File: src/hw/rtl/dclk_pkg.sv
// Shared types, constants and helper functions for the lock-to-key encoder.
`default_nettype none

package dclk_pkg;

   localparam int MAX_LOCK_LEN = 1024;
   localparam int CNT_W        = $clog2(MAX_LOCK_LEN + 2);
   localparam int POS_W        = 10;
   localparam int POS_MAX      = (1 << POS_W) - 1;
   localparam int CMP_W        = (CNT_W > POS_W) ? CNT_W : POS_W;

   localparam int QUEUE_DEPTH = 4;
   localparam int QPTR_W      = $clog2(QUEUE_DEPTH);
   localparam int QCNT_W      = $clog2(QUEUE_DEPTH + 1);

   localparam int STEP_W = 4;
   localparam logic [STEP_W-1:0] ESC_LAST_STEP = 4'd9;

   localparam logic [7:0] FIRST_XOR = 8'h05;
   localparam logic [7:0] CH_SLASH  = 8'h2f;
   localparam logic [7:0] CH_PCT    = 8'h25;
   localparam logic [7:0] CH_D      = 8'h44;
   localparam logic [7:0] CH_C      = 8'h43;
   localparam logic [7:0] CH_N      = 8'h4e;
   localparam logic [7:0] CH_ZERO   = 8'h30;

   typedef struct packed {
      logic [7:0] lock_byte;
      logic       last_byte;
   } req_type;

   typedef struct packed {
      logic [7:0]       key_byte;
      logic [POS_W-1:0] key_position;
      logic             last_of_run;
      logic             key_complete;
      logic             too_short;
      logic             overflow;
   } rsp_type;

   // One queued job: element A from the current byte, optional element 0 (B).
   typedef struct packed {
      logic             too_short;
      logic [7:0]       a_val;
      logic [POS_W-1:0] a_pos;
      logic             a_ovf;
      logic             has_b;
      logic [7:0]       b_val;
      logic             b_ovf;
   } job_type;

   function automatic logic [7:0] swap_nibbles(input logic [7:0] v);
      return {v[3:0], v[7:4]};
   endfunction

   function automatic logic needs_escape(input logic [7:0] v);
      return (v == 8'd0) || (v == 8'd5) || (v == 8'd36) || (v == 8'd96) ||
             (v == 8'd124) || (v == 8'd126);
   endfunction

   // Byte number step of the escape sequence /%DCNddd%/ for value v.
   function automatic logic [7:0] escape_byte(input logic [7:0] v,
                                              input logic [STEP_W-1:0] step);
      logic [3:0] d2;
      logic [3:0] d1;
      logic [3:0] d0;
      logic [7:0] r;
      unique case (v)
         8'd5:    {d2, d1, d0} = {4'd0, 4'd0, 4'd5};
         8'd36:   {d2, d1, d0} = {4'd0, 4'd3, 4'd6};
         8'd96:   {d2, d1, d0} = {4'd0, 4'd9, 4'd6};
         8'd124:  {d2, d1, d0} = {4'd1, 4'd2, 4'd4};
         8'd126:  {d2, d1, d0} = {4'd1, 4'd2, 4'd6};
         default: {d2, d1, d0} = {4'd0, 4'd0, 4'd0};
      endcase
      unique case (step)
         4'd0:    r = CH_SLASH;
         4'd1:    r = CH_PCT;
         4'd2:    r = CH_D;
         4'd3:    r = CH_C;
         4'd4:    r = CH_N;
         4'd5:    r = CH_ZERO | {4'd0, d2};
         4'd6:    r = CH_ZERO | {4'd0, d1};
         4'd7:    r = CH_ZERO | {4'd0, d0};
         4'd8:    r = CH_PCT;
         default: r = CH_SLASH;
      endcase
      return r;
   endfunction

endpackage

`default_nettype wire

File: src/hw/rtl/dclk_front.sv
// Front end: accepts lock bytes, tracks the lock and builds key jobs.
`default_nettype none

module dclk_front (
   input  wire logic              clock,
   input  wire logic              reset,
   input  wire logic              req_valid,
   output logic                   req_ready,
   input  wire dclk_pkg::req_type req_data,
   input  wire logic              q_full,
   output logic                   job_push,
   output dclk_pkg::job_type      job_data
);

   logic [7:0]                 first_swapped_ff, first_swapped_in;
   logic [7:0]                 prev_byte_ff, prev_byte_in;
   logic [dclk_pkg::CNT_W-1:0] count_ff, count_in;

   logic                       accept;
   logic [7:0]                 elem_val;
   logic [dclk_pkg::CNT_W-1:0] pos_sat;
   logic [dclk_pkg::CMP_W-1:0] pos_wide;
   logic [dclk_pkg::POS_W-1:0] pos;
   logic                       ovf;

   assign req_ready = !q_full;
   assign accept    = req_valid && req_ready;

   assign elem_val = dclk_pkg::swap_nibbles(req_data.lock_byte ^ prev_byte_ff);
   assign pos_sat  = (count_ff < dclk_pkg::CNT_W'(dclk_pkg::MAX_LOCK_LEN)) ? count_ff :
                     dclk_pkg::CNT_W'(dclk_pkg::MAX_LOCK_LEN - 1);
   assign pos_wide = dclk_pkg::CMP_W'(pos_sat);
   assign pos      = (pos_wide > dclk_pkg::CMP_W'(dclk_pkg::POS_MAX)) ?
                     dclk_pkg::POS_W'(dclk_pkg::POS_MAX) : pos_wide[dclk_pkg::POS_W-1:0];
   // The count never steps past the limit by more than one, so the overflow
   // of element 0 matches that of the final element.
   assign ovf      = count_ff >= dclk_pkg::CNT_W'(dclk_pkg::MAX_LOCK_LEN);

   always_comb begin
      first_swapped_in = first_swapped_ff;
      prev_byte_in     = prev_byte_ff;
      count_in         = count_ff;
      job_push         = 1'b0;
      job_data         = '0;
      job_data.a_val   = elem_val;
      job_data.a_pos   = pos;
      job_data.a_ovf   = ovf;
      job_data.b_val   = first_swapped_ff ^ elem_val;
      job_data.b_ovf   = ovf;
      if (accept) begin
         priority if (count_ff == '0) begin
            first_swapped_in = dclk_pkg::swap_nibbles(req_data.lock_byte ^
                                                      dclk_pkg::FIRST_XOR);
            prev_byte_in     = req_data.lock_byte;
            count_in         = dclk_pkg::CNT_W'(1);
            if (req_data.last_byte) begin
               job_push           = 1'b1;
               job_data.too_short = 1'b1;
               count_in           = '0;
            end
         end else if (req_data.last_byte && count_ff == dclk_pkg::CNT_W'(1)) begin
            job_push           = 1'b1;
            job_data.too_short = 1'b1;
            count_in           = '0;
         end else begin
            job_push     = 1'b1;
            prev_byte_in = req_data.lock_byte;
            if (count_ff <= dclk_pkg::CNT_W'(dclk_pkg::MAX_LOCK_LEN)) begin
               count_in = count_ff + dclk_pkg::CNT_W'(1);
            end
            if (req_data.last_byte) begin
               job_data.has_b = 1'b1;
               count_in       = '0;
            end
         end
      end
   end

   always_ff @(posedge clock) begin
      if (reset) begin
         first_swapped_ff <= '0;
         prev_byte_ff     <= '0;
         count_ff         <= '0;
      end else begin
         first_swapped_ff <= first_swapped_in;
         prev_byte_ff     <= prev_byte_in;
         count_ff         <= count_in;
      end
   end

endmodule

`default_nettype wire

File: src/hw/rtl/dclk_queue.sv
// Small job queue between the front end and the expander.
`default_nettype none

module dclk_queue (
   input  wire logic              clock,
   input  wire logic              reset,
   input  wire logic              push,
   input  wire dclk_pkg::job_type push_data,
   output logic                   full,
   input  wire logic              pop,
   output logic                   head_valid,
   output dclk_pkg::job_type      head_data
);

   dclk_pkg::job_type           entry_ff [dclk_pkg::QUEUE_DEPTH];
   logic [dclk_pkg::QPTR_W-1:0] wr_ptr_ff, wr_ptr_in;
   logic [dclk_pkg::QPTR_W-1:0] rd_ptr_ff, rd_ptr_in;
   logic [dclk_pkg::QCNT_W-1:0] count_ff, count_in;

   assign full       = count_ff == dclk_pkg::QCNT_W'(dclk_pkg::QUEUE_DEPTH);
   assign head_valid = count_ff != '0;
   assign head_data  = entry_ff[rd_ptr_ff];

   assign wr_ptr_in = push ? wr_ptr_ff + dclk_pkg::QPTR_W'(1) : wr_ptr_ff;
   assign rd_ptr_in = pop  ? rd_ptr_ff + dclk_pkg::QPTR_W'(1) : rd_ptr_ff;
   assign count_in  = count_ff + dclk_pkg::QCNT_W'(push) - dclk_pkg::QCNT_W'(pop);

   always_ff @(posedge clock) begin
      if (push) begin
         entry_ff[wr_ptr_ff] <= push_data;
      end
   end

   always_ff @(posedge clock) begin
      if (reset) begin
         wr_ptr_ff <= '0;
         rd_ptr_ff <= '0;
         count_ff  <= '0;
      end else begin
         wr_ptr_ff <= wr_ptr_in;
         rd_ptr_ff <= rd_ptr_in;
         count_ff  <= count_in;
      end
   end

   a_no_push_when_full: assert property (@(posedge clock) disable iff (reset)
      !(push && full))
      else $error("job pushed into a full queue");

   a_no_pop_when_empty: assert property (@(posedge clock) disable iff (reset)
      pop |-> head_valid)
      else $error("job popped from an empty queue");

endmodule

`default_nettype wire

File: src/hw/rtl/dclk_back.sv
// Back end: expands queued jobs into key bytes and holds the response register.
`default_nettype none

module dclk_back (
   input  wire logic              clock,
   input  wire logic              reset,
   input  wire logic              job_valid,
   input  wire dclk_pkg::job_type job_data,
   output logic                   job_pop,
   output logic                   rsp_valid,
   input  wire logic              rsp_ready,
   output dclk_pkg::rsp_type      rsp_data
);

   logic                        out_valid_ff, out_valid_in;
   dclk_pkg::rsp_type           out_data_ff, out_data_in;
   logic [dclk_pkg::STEP_W-1:0] step_ff, step_in;
   logic                        elem_b_ff, elem_b_in;

   logic                        load;
   logic [7:0]                  val;
   logic                        esc;
   logic                        elem_last;
   logic                        job_last;

   assign val       = elem_b_ff ? job_data.b_val : job_data.a_val;
   assign esc       = dclk_pkg::needs_escape(val) && !job_data.too_short;
   assign elem_last = !esc || (step_ff == dclk_pkg::ESC_LAST_STEP);
   assign job_last  = job_data.too_short || (elem_last && (elem_b_ff || !job_data.has_b));

   // The register takes a new byte whenever it is empty or being drained.
   assign load    = job_valid && (!out_valid_ff || rsp_ready);
   assign job_pop = load && job_last;

   always_comb begin
      out_data_in              = '0;
      out_data_in.key_byte     = esc ? dclk_pkg::escape_byte(val, step_ff) : val;
      out_data_in.key_position = elem_b_ff ? '0 : job_data.a_pos;
      out_data_in.last_of_run  = job_last;
      out_data_in.key_complete = job_last && job_data.has_b;
      out_data_in.overflow     = elem_b_ff ? job_data.b_ovf : job_data.a_ovf;
      if (job_data.too_short) begin
         out_data_in              = '0;
         out_data_in.last_of_run  = 1'b1;
         out_data_in.key_complete = 1'b1;
         out_data_in.too_short    = 1'b1;
      end
   end

   always_comb begin
      out_valid_in = out_valid_ff && !rsp_ready;
      step_in      = step_ff;
      elem_b_in    = elem_b_ff;
      if (load) begin
         out_valid_in = 1'b1;
         if (elem_last) begin
            step_in   = '0;
            elem_b_in = !job_last;
         end else begin
            step_in = step_ff + dclk_pkg::STEP_W'(1);
         end
      end
   end

   always_ff @(posedge clock) begin
      if (load) begin
         out_data_ff <= out_data_in;
      end
   end

   always_ff @(posedge clock) begin
      if (reset) begin
         out_valid_ff <= 1'b0;
         step_ff      <= '0;
         elem_b_ff    <= 1'b0;
      end else begin
         out_valid_ff <= out_valid_in;
         step_ff      <= step_in;
         elem_b_ff    <= elem_b_in;
      end
   end

   assign rsp_valid = out_valid_ff;
   assign rsp_data  = out_data_ff;

   a_escape_has_job: assert property (@(posedge clock) disable iff (reset)
      (step_ff != '0 || elem_b_ff) |-> job_valid)
      else $error("expander mid-job without a queued job");

   a_step_in_range: assert property (@(posedge clock) disable iff (reset)
      step_ff <= dclk_pkg::ESC_LAST_STEP)
      else $error("escape step out of range");

   a_complete_ends_run: assert property (@(posedge clock) disable iff (reset)
      (rsp_valid && rsp_data.key_complete) |-> rsp_data.last_of_run)
      else $error("key completed on a byte that does not end its run");

endmodule

`default_nettype wire

File: src/hw/rtl/dc_lock_to_key_encoder_top.sv
// Top level of the lock-to-key encoder: front end, job queue and expander.
//
// Lock bytes enter one per request; in a lock of three bytes or more, each
// byte after the first yields one key element, plain as one response or
// escaped as the ten responses /%DCNddd%/, and a shorter lock yields one
// too-short response. The final byte also yields key element 0, so it takes
// two elements' worth of responses. The expander emits one response per cycle
// when not stalled, so the sustained rate is one request per cycle while
// elements stay plain; an escaped element holds the expander for its ten
// responses, and the four-entry job queue absorbs that before requests stall.
// A request's first response passes the job queue and the response register.
// Every response carries its key position, and key element 0 arrives last.
`default_nettype none

module dc_lock_to_key_encoder_top (
   input  wire logic              clock,
   input  wire logic              reset,
   input  wire logic              req_valid,
   output logic                   req_ready,
   input  wire dclk_pkg::req_type req_data,
   output logic                   rsp_valid,
   input  wire logic              rsp_ready,
   output dclk_pkg::rsp_type      rsp_data
);

   logic              q_full;
   logic              job_push;
   dclk_pkg::job_type job_in;
   logic              job_pop;
   logic              job_valid;
   dclk_pkg::job_type job_head;

   dclk_front u_front (
      .clock     (clock),
      .reset     (reset),
      .req_valid (req_valid),
      .req_ready (req_ready),
      .req_data  (req_data),
      .q_full    (q_full),
      .job_push  (job_push),
      .job_data  (job_in)
   );

   dclk_queue u_queue (
      .clock      (clock),
      .reset      (reset),
      .push       (job_push),
      .push_data  (job_in),
      .full       (q_full),
      .pop        (job_pop),
      .head_valid (job_valid),
      .head_data  (job_head)
   );

   dclk_back u_back (
      .clock     (clock),
      .reset     (reset),
      .job_valid (job_valid),
      .job_data  (job_head),
      .job_pop   (job_pop),
      .rsp_valid (rsp_valid),
      .rsp_ready (rsp_ready),
      .rsp_data  (rsp_data)
   );

endmodule

`default_nettype wire

File: config.mk
export PLATFORM = sky130hd
export DESIGN_NAME = dc_lock_to_key_encoder_top
export DESIGN_NICKNAME = d
export VERILOG_FILES = /design/src/hw/rtl/dclk_pkg.sv /design/src/hw/rtl/dclk_front.sv /design/src/hw/rtl/dclk_queue.sv /design/src/hw/rtl/dclk_back.sv /design/src/hw/rtl/dc_lock_to_key_encoder_top.sv
export SDC_FILE = /design/constraint.sdc
export NUM_CORES = 1
export LEC_CHECK = 0
export BUFFER_PORTS_ARGS = -buffer_cell sky130_fd_sc_hd__buf_4
export CAP_MARGIN = 20
export CELL_PAD_IN_SITES_DETAIL_PLACEMENT = 1
export CELL_PAD_IN_SITES_GLOBAL_PLACEMENT = 1
export CORE_ASPECT_RATIO = 1.4
export CORE_MARGIN = 2
export CORE_UTILIZATION = 52
export CTS_CLUSTER_DIAMETER = 50
export CTS_CLUSTER_SIZE = 30
export DETAILED_ROUTE_END_ITERATION = 12
export HOLD_SLACK_MARGIN = 0.12
export PLACE_DENSITY_LB_ADDON = 0.1
export SLEW_MARGIN = 10
export SYNTH_ARGS = -nofsm -noshare
export SYNTH_HDL_FRONTEND = slang
export SYNTH_SLANG_ARGS = --single-unit
File: constraint.sdc
create_clock -name clock -period 4.97 [get_ports clock]
set_input_delay 0 -clock clock [delete_from_list [all_inputs] [get_ports clock]]
set_output_delay 0 -clock clock [all_outputs]
set_load 0.02 [all_outputs]
==> results of run 1 <==
## report_power, final
group / switching, mW / internal, mW / total (mW)
combinational: 0.713 / 0.522 / 1.24
sequential: 0.124 / 1.91 / 2.03
clock: 0.613 / 0.665 / 1.28
total: 1.45 / 3.09 / 4.54
## how the worst min path moves through the flow
stage | startpoint | end
global placement | req_data[1] | u_front.first_swapped_ff[4]
CTS | req_valid | u_front.count_ff[1]
detailed placement | req_data[1] | u_front.first_swapped_ff[4]
floorplan | req_data[1] | u_front.first_swapped_ff[4]
finish | req_valid | u_front.count_ff[1]
global route | req_valid | u_front.count_ff[1]
## flip-flops by register name, indices dropped and copies added (netlist names), named ones only
name	flops
u_queue.count_ff	3
u_queue.wr_ptr_ff	2
u_back.step_ff	4
u_queue.entry_ff	116
u_queue.rd_ptr_ff	2
u_front.prev_byte_ff	8
u_front.first_swapped_ff	8
u_back.elem_b_ff	1
u_back.rsp_valid	1
u_back.rsp_data	22
u_front.count_ff	11
## through the flow
step	util (%)	hold WS (ps)
floorplan	-	95.6
global placement	56.3	207
detailed placement	56.3	211
CTS	61.1	141
global route	61.1	196
finish	61.1	162
## layer usage
layer / routed length (µm) / GRT usage, %
met1: 6590 / 26.0
met2: 8160 / 37.1
met3: 506 / 4.21
met4: 265 / 6.69
met5: 0 / 0
## kinds of logic (layout without fill, tap and decap cells)
group	count (synthesis)	in the layout
buffers and inverters	36	99
xor gates and xnor gates	28	28
muxes	58	58
adders and majority gates	14	14
AOI/OAI and AO/OA	54	54
and+or+nand+nor	155	155
DFF	180	180
## critical path, cell delays in order, from the launching register on
cell      delay [ps]
dfxtp_2          660
buf_4            410
mux4_2           570
mux2i_4          260
nand4_1          240
a211oi_1         300
a211o_2          200
a21oi_4           90
ha_1             320
inv_1             60
ha_1             140
inv_1             50
fa_1             370
xor2_1           180
xnor2_1          140
nor2_1            50
## cells in the final DEF (no fill, tap or decap), types with 4 or more instances in the layout
master         instances
nor2_1                54
inv_8                  4
nand3_1                8
dfxtp_1               41
mux4_2                28
a21oi_1               17
mux2i_1               20
edfxtp_1             138
ha_1                  13
and3_1                 4
xnor2_1                5
xor2_1                22
mux2_2                 5
a31oi_1                4
buf_4                 38
dlygate4sd3_1         13
or2_2                 11
clkbuf_16             17
inv_1                 16
nand4_1                5
a211oi_1               6
and2_2                 4
nor3_1                 9
nand2_1               25
nor2b_1               18
## cell type report
cell class / instances / share of cell area, %
inverter: 16 / 0.677
clock inverter: 15 / 1.64
multi-input combinational: 309 / 29.3
sequential: 180 / 56.2
tap: 189 / 2.67
clock buffer: 17 / 4.80
timing repair buffer: 51 / 4.68
==> impl_metrics.py, run 1 <==
metrics = {
    "placement": {
        "gp_congestion": 0.884,
        "pre_cts_ws_ps": 809,
        "place_hpwl_um": 10300,
        "place_inst": 732,
        "port_buffers": 36,
        "dpl_cell_area_mm2": 0.00817,
    },
    "timing": {
        "finalClockSkew_ps": 11.0,
        "fin_crit_sh_pct": 84.1,
        "tightest_slew_ps": 981,
        "period_needed_ps": 4180,
        "setup_tns_ps": 0,
        "timing.final.max_slew_violations": 0,
        "slew_headroom_pct": 34.4,
        "hold_viol": 0,
        "final.setup.worst_slack_ps": 789,
        "setup_viol": 0,
        "timing.fmax_mhz": 239,
        "rsz0062_at_grt": "no",
    },
    "logic_synthesis": {
        "synth.area.mux_share_pct": 12.7,
        "avgSynthCellArea_um2": 14.7,
        "synth_ff_type": "edfxtp_1",
        "syn_area_mm2": 0.00773,
        "synth-seq-cells": 180,
        "yosysWarnings": 0,
        "ys_async_sr_fraction_pct": 0,
        "yosys.area_share.simple_pct": 10.3,
        "synth_top_area_share_pct": 53.6,
        "yosysTopAreaCell": "edfxtp_1",
        "yosysSeqAreaShare_pct": 64.4,
        "synth_compound_area_share_pct": 4.97,
        "yosys-top-cells-area": "edfxtp_1, dfxtp_1, mux4_2, nor2_1, mux2i_1",
        "synth_commonest_cells": "edfxtp_1, nor2_1, dfxtp_1",
        "synth.distinct_cells": 59,
        "synth_edf_count": 138,
        "synthAdderAreaFrac_pct": 2.36,
        "synth_cells": 525,
        "synth_xor_area_share_pct": 3.27,
        "synth_top_family_by_area": "multiplexers",
        "syn_nets": 552,
        "synth_most_common_cell": "edfxtp_1",
    },
    "global_routing": {
        "first_global_vias": 4898,
        "grt_pass1_wl_um": 25400,
        "antenna_found_initial": 0,
        "grt_max_degree": 37,
        "track_usage_pct": 21.0,
        "grt_overflow": 0,
    },
    "setup_path": {
        "path_max_fanout": 15,
        "reg2reg_depth": 15,
        "crit_end": "u_queue.count_ff[2]",
        "startpoint_type": "register",
        "rrSetupSlack_ps": 790,
        "crit_type": "reg2reg",
        "reg2reg_to": "u_queue.count_ff[2]",
        "cp.arrival_ps": 4480,
        "end_kind": "register",
        "required_ps": 5270,
    },
    "final_layout": {
        "register_area_mm2": 0.00499,
        "num-fill-cells": 1380,
        "diodes": 0,
        "multi_input_area_mm2": 0.00260,
        "final_cells": 777,
        "fin_area_mm2": 0.00887,
        "layout-drive-gt1-share_pct": 22.4,
        "syn2layout_area_growth_pct": 14.7,
        "nNetsFinal": 602,
    },
    "cts": {
        "clock_sinks": 180,
        "clkSlewWorstSetupHoldPaths_ps": 70,
        "cts_root_buf": "clkbuf_16",
        "cts_made_buffers": 17,
        "postCtsSetupBuffers": 0,
        "insertion_delay_ps": 420,
        "cts_resized": 0,
        "max-clock-path-buffers": 2,
        "htreeDepth": 4,
        "cts_tree": "built",
        "cts_hold_buf": 13,
    },
    "drt": {
        "wl_um": 15500,
        "drc_errors": 0,
        "drt-pass1-iter-count": 4,
        "wl_per_cell_um": 20.0,
        "drtAntennaViolNets": 0,
        "vias": 4415,
        "viasPerCell": 5.68,
        "drtIter0Drc": 220,
    },
    "worst_hold_path": {
        "hp-class": "in2reg",
        "whs_path_depth": 5,
    },
    "floorplanning": {
        "rows": 52,
        "die_x_um": 107,
        "io_pins": 37,
        "die-area_mm2": 0.0159,
        "start_util_pct": 53.3,
        "core_area_mm2": 0.0145,
        "chipHeight_um": 148,
    },
    "power": {
        "p_leak_nw": 3.11,
        "power.density_mw_per_mm2": 512,
        "ir_drop_mv": 0.351,
        "total_power_mw": 4.54,
    },
    "run_status": {
        "status": "finished, final reports clean",
    },
    "run": {
        "maxCapViolations": 0,
    },
}
Note: power is estimated with default switching activity, not from simulation.
==> inputs of run 2 (changes only) <==
==> constraint.sdc (replaced) <==
create_clock -name clock -period 4.3 [get_ports clock]
set_input_delay 0 -clock clock [delete_from_list [all_inputs] [get_ports clock]]
set_output_delay 0 -clock clock [all_outputs]
set_load 0.02 [all_outputs]
==> run 2 against run 1 <==
Net effect:
- count of clock-buffer cells in the layout up 5
- via count up 0.82%
- combinational power up 24%
- critical path type unchanged
==> impl_metrics.py, run 2 (same netlist as run 1, synthesis figures left out) <==
metrics = {
    "power": {
        "ir_drop_mv": 0.422,
        "p_leak_nw": 3.17,
        "power.density_mw_per_mm2": 601,
    },
    "global_routing": {
        "track_usage_pct": 22.3,
        "grt_pass1_wl_um": 26500,
        "grt_overflow": 0,
        "grt_max_degree": 37,
        "first_global_vias": 4932,
        "antenna_found_initial": 0,
    },
    "worst_hold_path": {
        "hp-class": "in2reg",
        "worstHoldEndpoint": "u_front.count_ff[1]",
        "hp-start": "req_valid",
        "whs_path_depth": 5,
    },
    "run_status": {
        "status": "finished, final reports clean",
    },
    "final_layout": {
        "nNetsFinal": 608,
        "num-fill-cells": 1343,
        "layout_commonest_cell": "edfxtp_1",
        "diodes": 0,
        "syn2layout_area_growth_pct": 15.9,
        "regMostFlops": "u_queue.entry_ff",
        "final_cell_mix": "edfxtp_1, nor2_1, dfxtp_1, buf_4, mux4_2",
        "fin_util_pct": 61.8,
        "layout-drive-gt1-share_pct": 22.6,
        "largest_reg_flops": 116,
    },
    "drt": {
        "drt-pass1-iter-count": 4,
        "viasPerCell": 5.68,
        "drc_errors": 0,
        "drtAntennaViolNets": 0,
        "wl_per_cell_um": 20.9,
        "wl_met3_um": 514,
        "top_layer_used": "met4",
        "drtIter0Drc": 216,
        "vias": 4451,
        "wl_um": 16400,
        "wl_met1_um": 6790,
        "route.met2.wl_um": 8820,
    },
    "cts": {
        "cts_made_buffers": 17,
        "clock_sinks": 180,
        "postCtsSetupBuffers": 0,
        "htreeDepth": 4,
        "cts_tree": "built",
        "cts_hold_buf": 14,
        "clkSlewWorstSetupHoldPaths_ps": 60,
        "cts_resized": 0,
        "max-clock-path-buffers": 2,
        "cts_root_buf": "clkbuf_16",
        "insertion_delay_ps": 430,
    },
    "timing": {
        "period_needed_ps": 3850,
        "slew_headroom_pct": 33.5,
        "hold_viol": 0,
        "setup_viol": 0,
        "rsz0062_at_grt": "no",
        "final.setup.worst_slack_ps": 452,
        "finalClockSkew_ps": 8.12,
        "fin_crit_sh_pct": 89.5,
        "setup_tns_ps": 0,
        "timing.fmax_mhz": 260,
        "tightest_slew_ps": 994,
        "timing.final.max_slew_violations": 0,
    },
    "setup_path": {
        "rrSetupSlack_ps": 450,
        "cp.arrival_ps": 4150,
        "path_buf_inv": 3,
        "crit_path_top_delay_cell": "mux4_2",
        "end_kind": "register",
        "reg2reg_to": "u_queue.count_ff[2]",
        "reg2reg_depth": 15,
        "crit_type": "reg2reg",
        "startpoint_type": "register",
        "cpLargestDelayFamily": "multiplexers",
        "max_stage_delay_ps": 500,
        "path_cells": "buf_12 > mux4_2 > mux2_2 > nand4_1 > o31ai_2 > a211o_2 > a21oi_4 > ha_1 > inv_1 > ha_1 > inv_1 > fa_1 > xor2_1 > xnor2_1 > nor2_1",
        "required_ps": 4600,
        "path_max_fanout": 12,
    },
    "placement": {
        "pre_cts_ws_ps": 452,
        "gp_congestion": 0.880,
        "place_hpwl_um": 10600,
        "port_buffers": 36,
    },
    "floorplanning": {
        "core_area_mm2": 0.0145,
        "die_x_um": 107,
        "rows": 52,
        "chipHeight_um": 148,
        "io_pins": 37,
        "die-area_mm2": 0.0159,
        "start_util_pct": 53.3,
    },
    "run": {
        "maxCapViolations": 0,
    },
}
[run 2: changes by cell type in the layout (fill, tap and decap cells not counted), moves of 2 or more]
| cell | change |
|---|---|
| buf_4 | +3 |
| bufinv_16 | +2 |
| clkbuf_8 | +2 |
| clkbuf_1 | +3 |
| clkinv_8 | -2 |
| inv_8 | -4 |
| clkinv_4 | +2 |
[run 2: final cells by class]
type | count | area (µm²) | share of cell area (%)
tap | 189 | 236 | 2.64
timing repair buffer | 57 | 495 | 5.53
clock inverter | 10 | 124 | 1.38
multi-input combinational | 309 | 2600 | 29.0
clock buffer | 22 | 464 | 5.18
sequential | 180 | 4990 | 55.6
inverter | 16 | 60.1 | 0.670
[run 2: worst register-to-register path, cell delays in order (launching register included)]
cell and delay (ps):
dfxtp_2 460, buf_12 200, mux4_2 500, mux2_2 370, nand4_1 210, o31ai_2 120, a211o_2 360, a21oi_4 230
ha_1 260, inv_1 50, ha_1 130, inv_1 50, fa_1 380, xor2_1 190, xnor2_1 150, nor2_1 60
[run 2: how the worst max path moves through the flow]
stage,startpoint,end,cells after the start
2_1_floorplan,register,u_queue.count_ff[2],16
3_3_place_gp,register,u_queue.count_ff[2],15
3_5_place_dp,register,u_queue.count_ff[2],15
4_1_cts,register,u_queue.count_ff[2],15
5_1_grt,register,u_queue.count_ff[2],15
6_report,register,u_queue.count_ff[2],15
[run 2: where the power goes]
part	switching [mW]	leakage, nW	internal, mW
Sequential	0.117	1.59	2.20
Combinational	0.879	1.29	0.657
Clock	0.644	0.281	0.892
Total	1.64	3.17	3.75
[run 2: per-layer routing]
metal  vias up  global-route usage, %
met4         0                   8.57
met2        90                   38.5
li1       2074                      -
met3        18                   4.25
met1      2269                   27.7
met5         -                      0
[run 2: stage by stage]
stage	cell area (µm²)	hold slack (ps)	cells	power, mW
floorplan	7730	95.6	525	3.36
global placement	8210	204	736	3.78
detailed placement	8210	219	736	3.86
CTS	8940	137	782	5.42
global route	8970	182	783	5.64
finish	8970	154	783	5.39
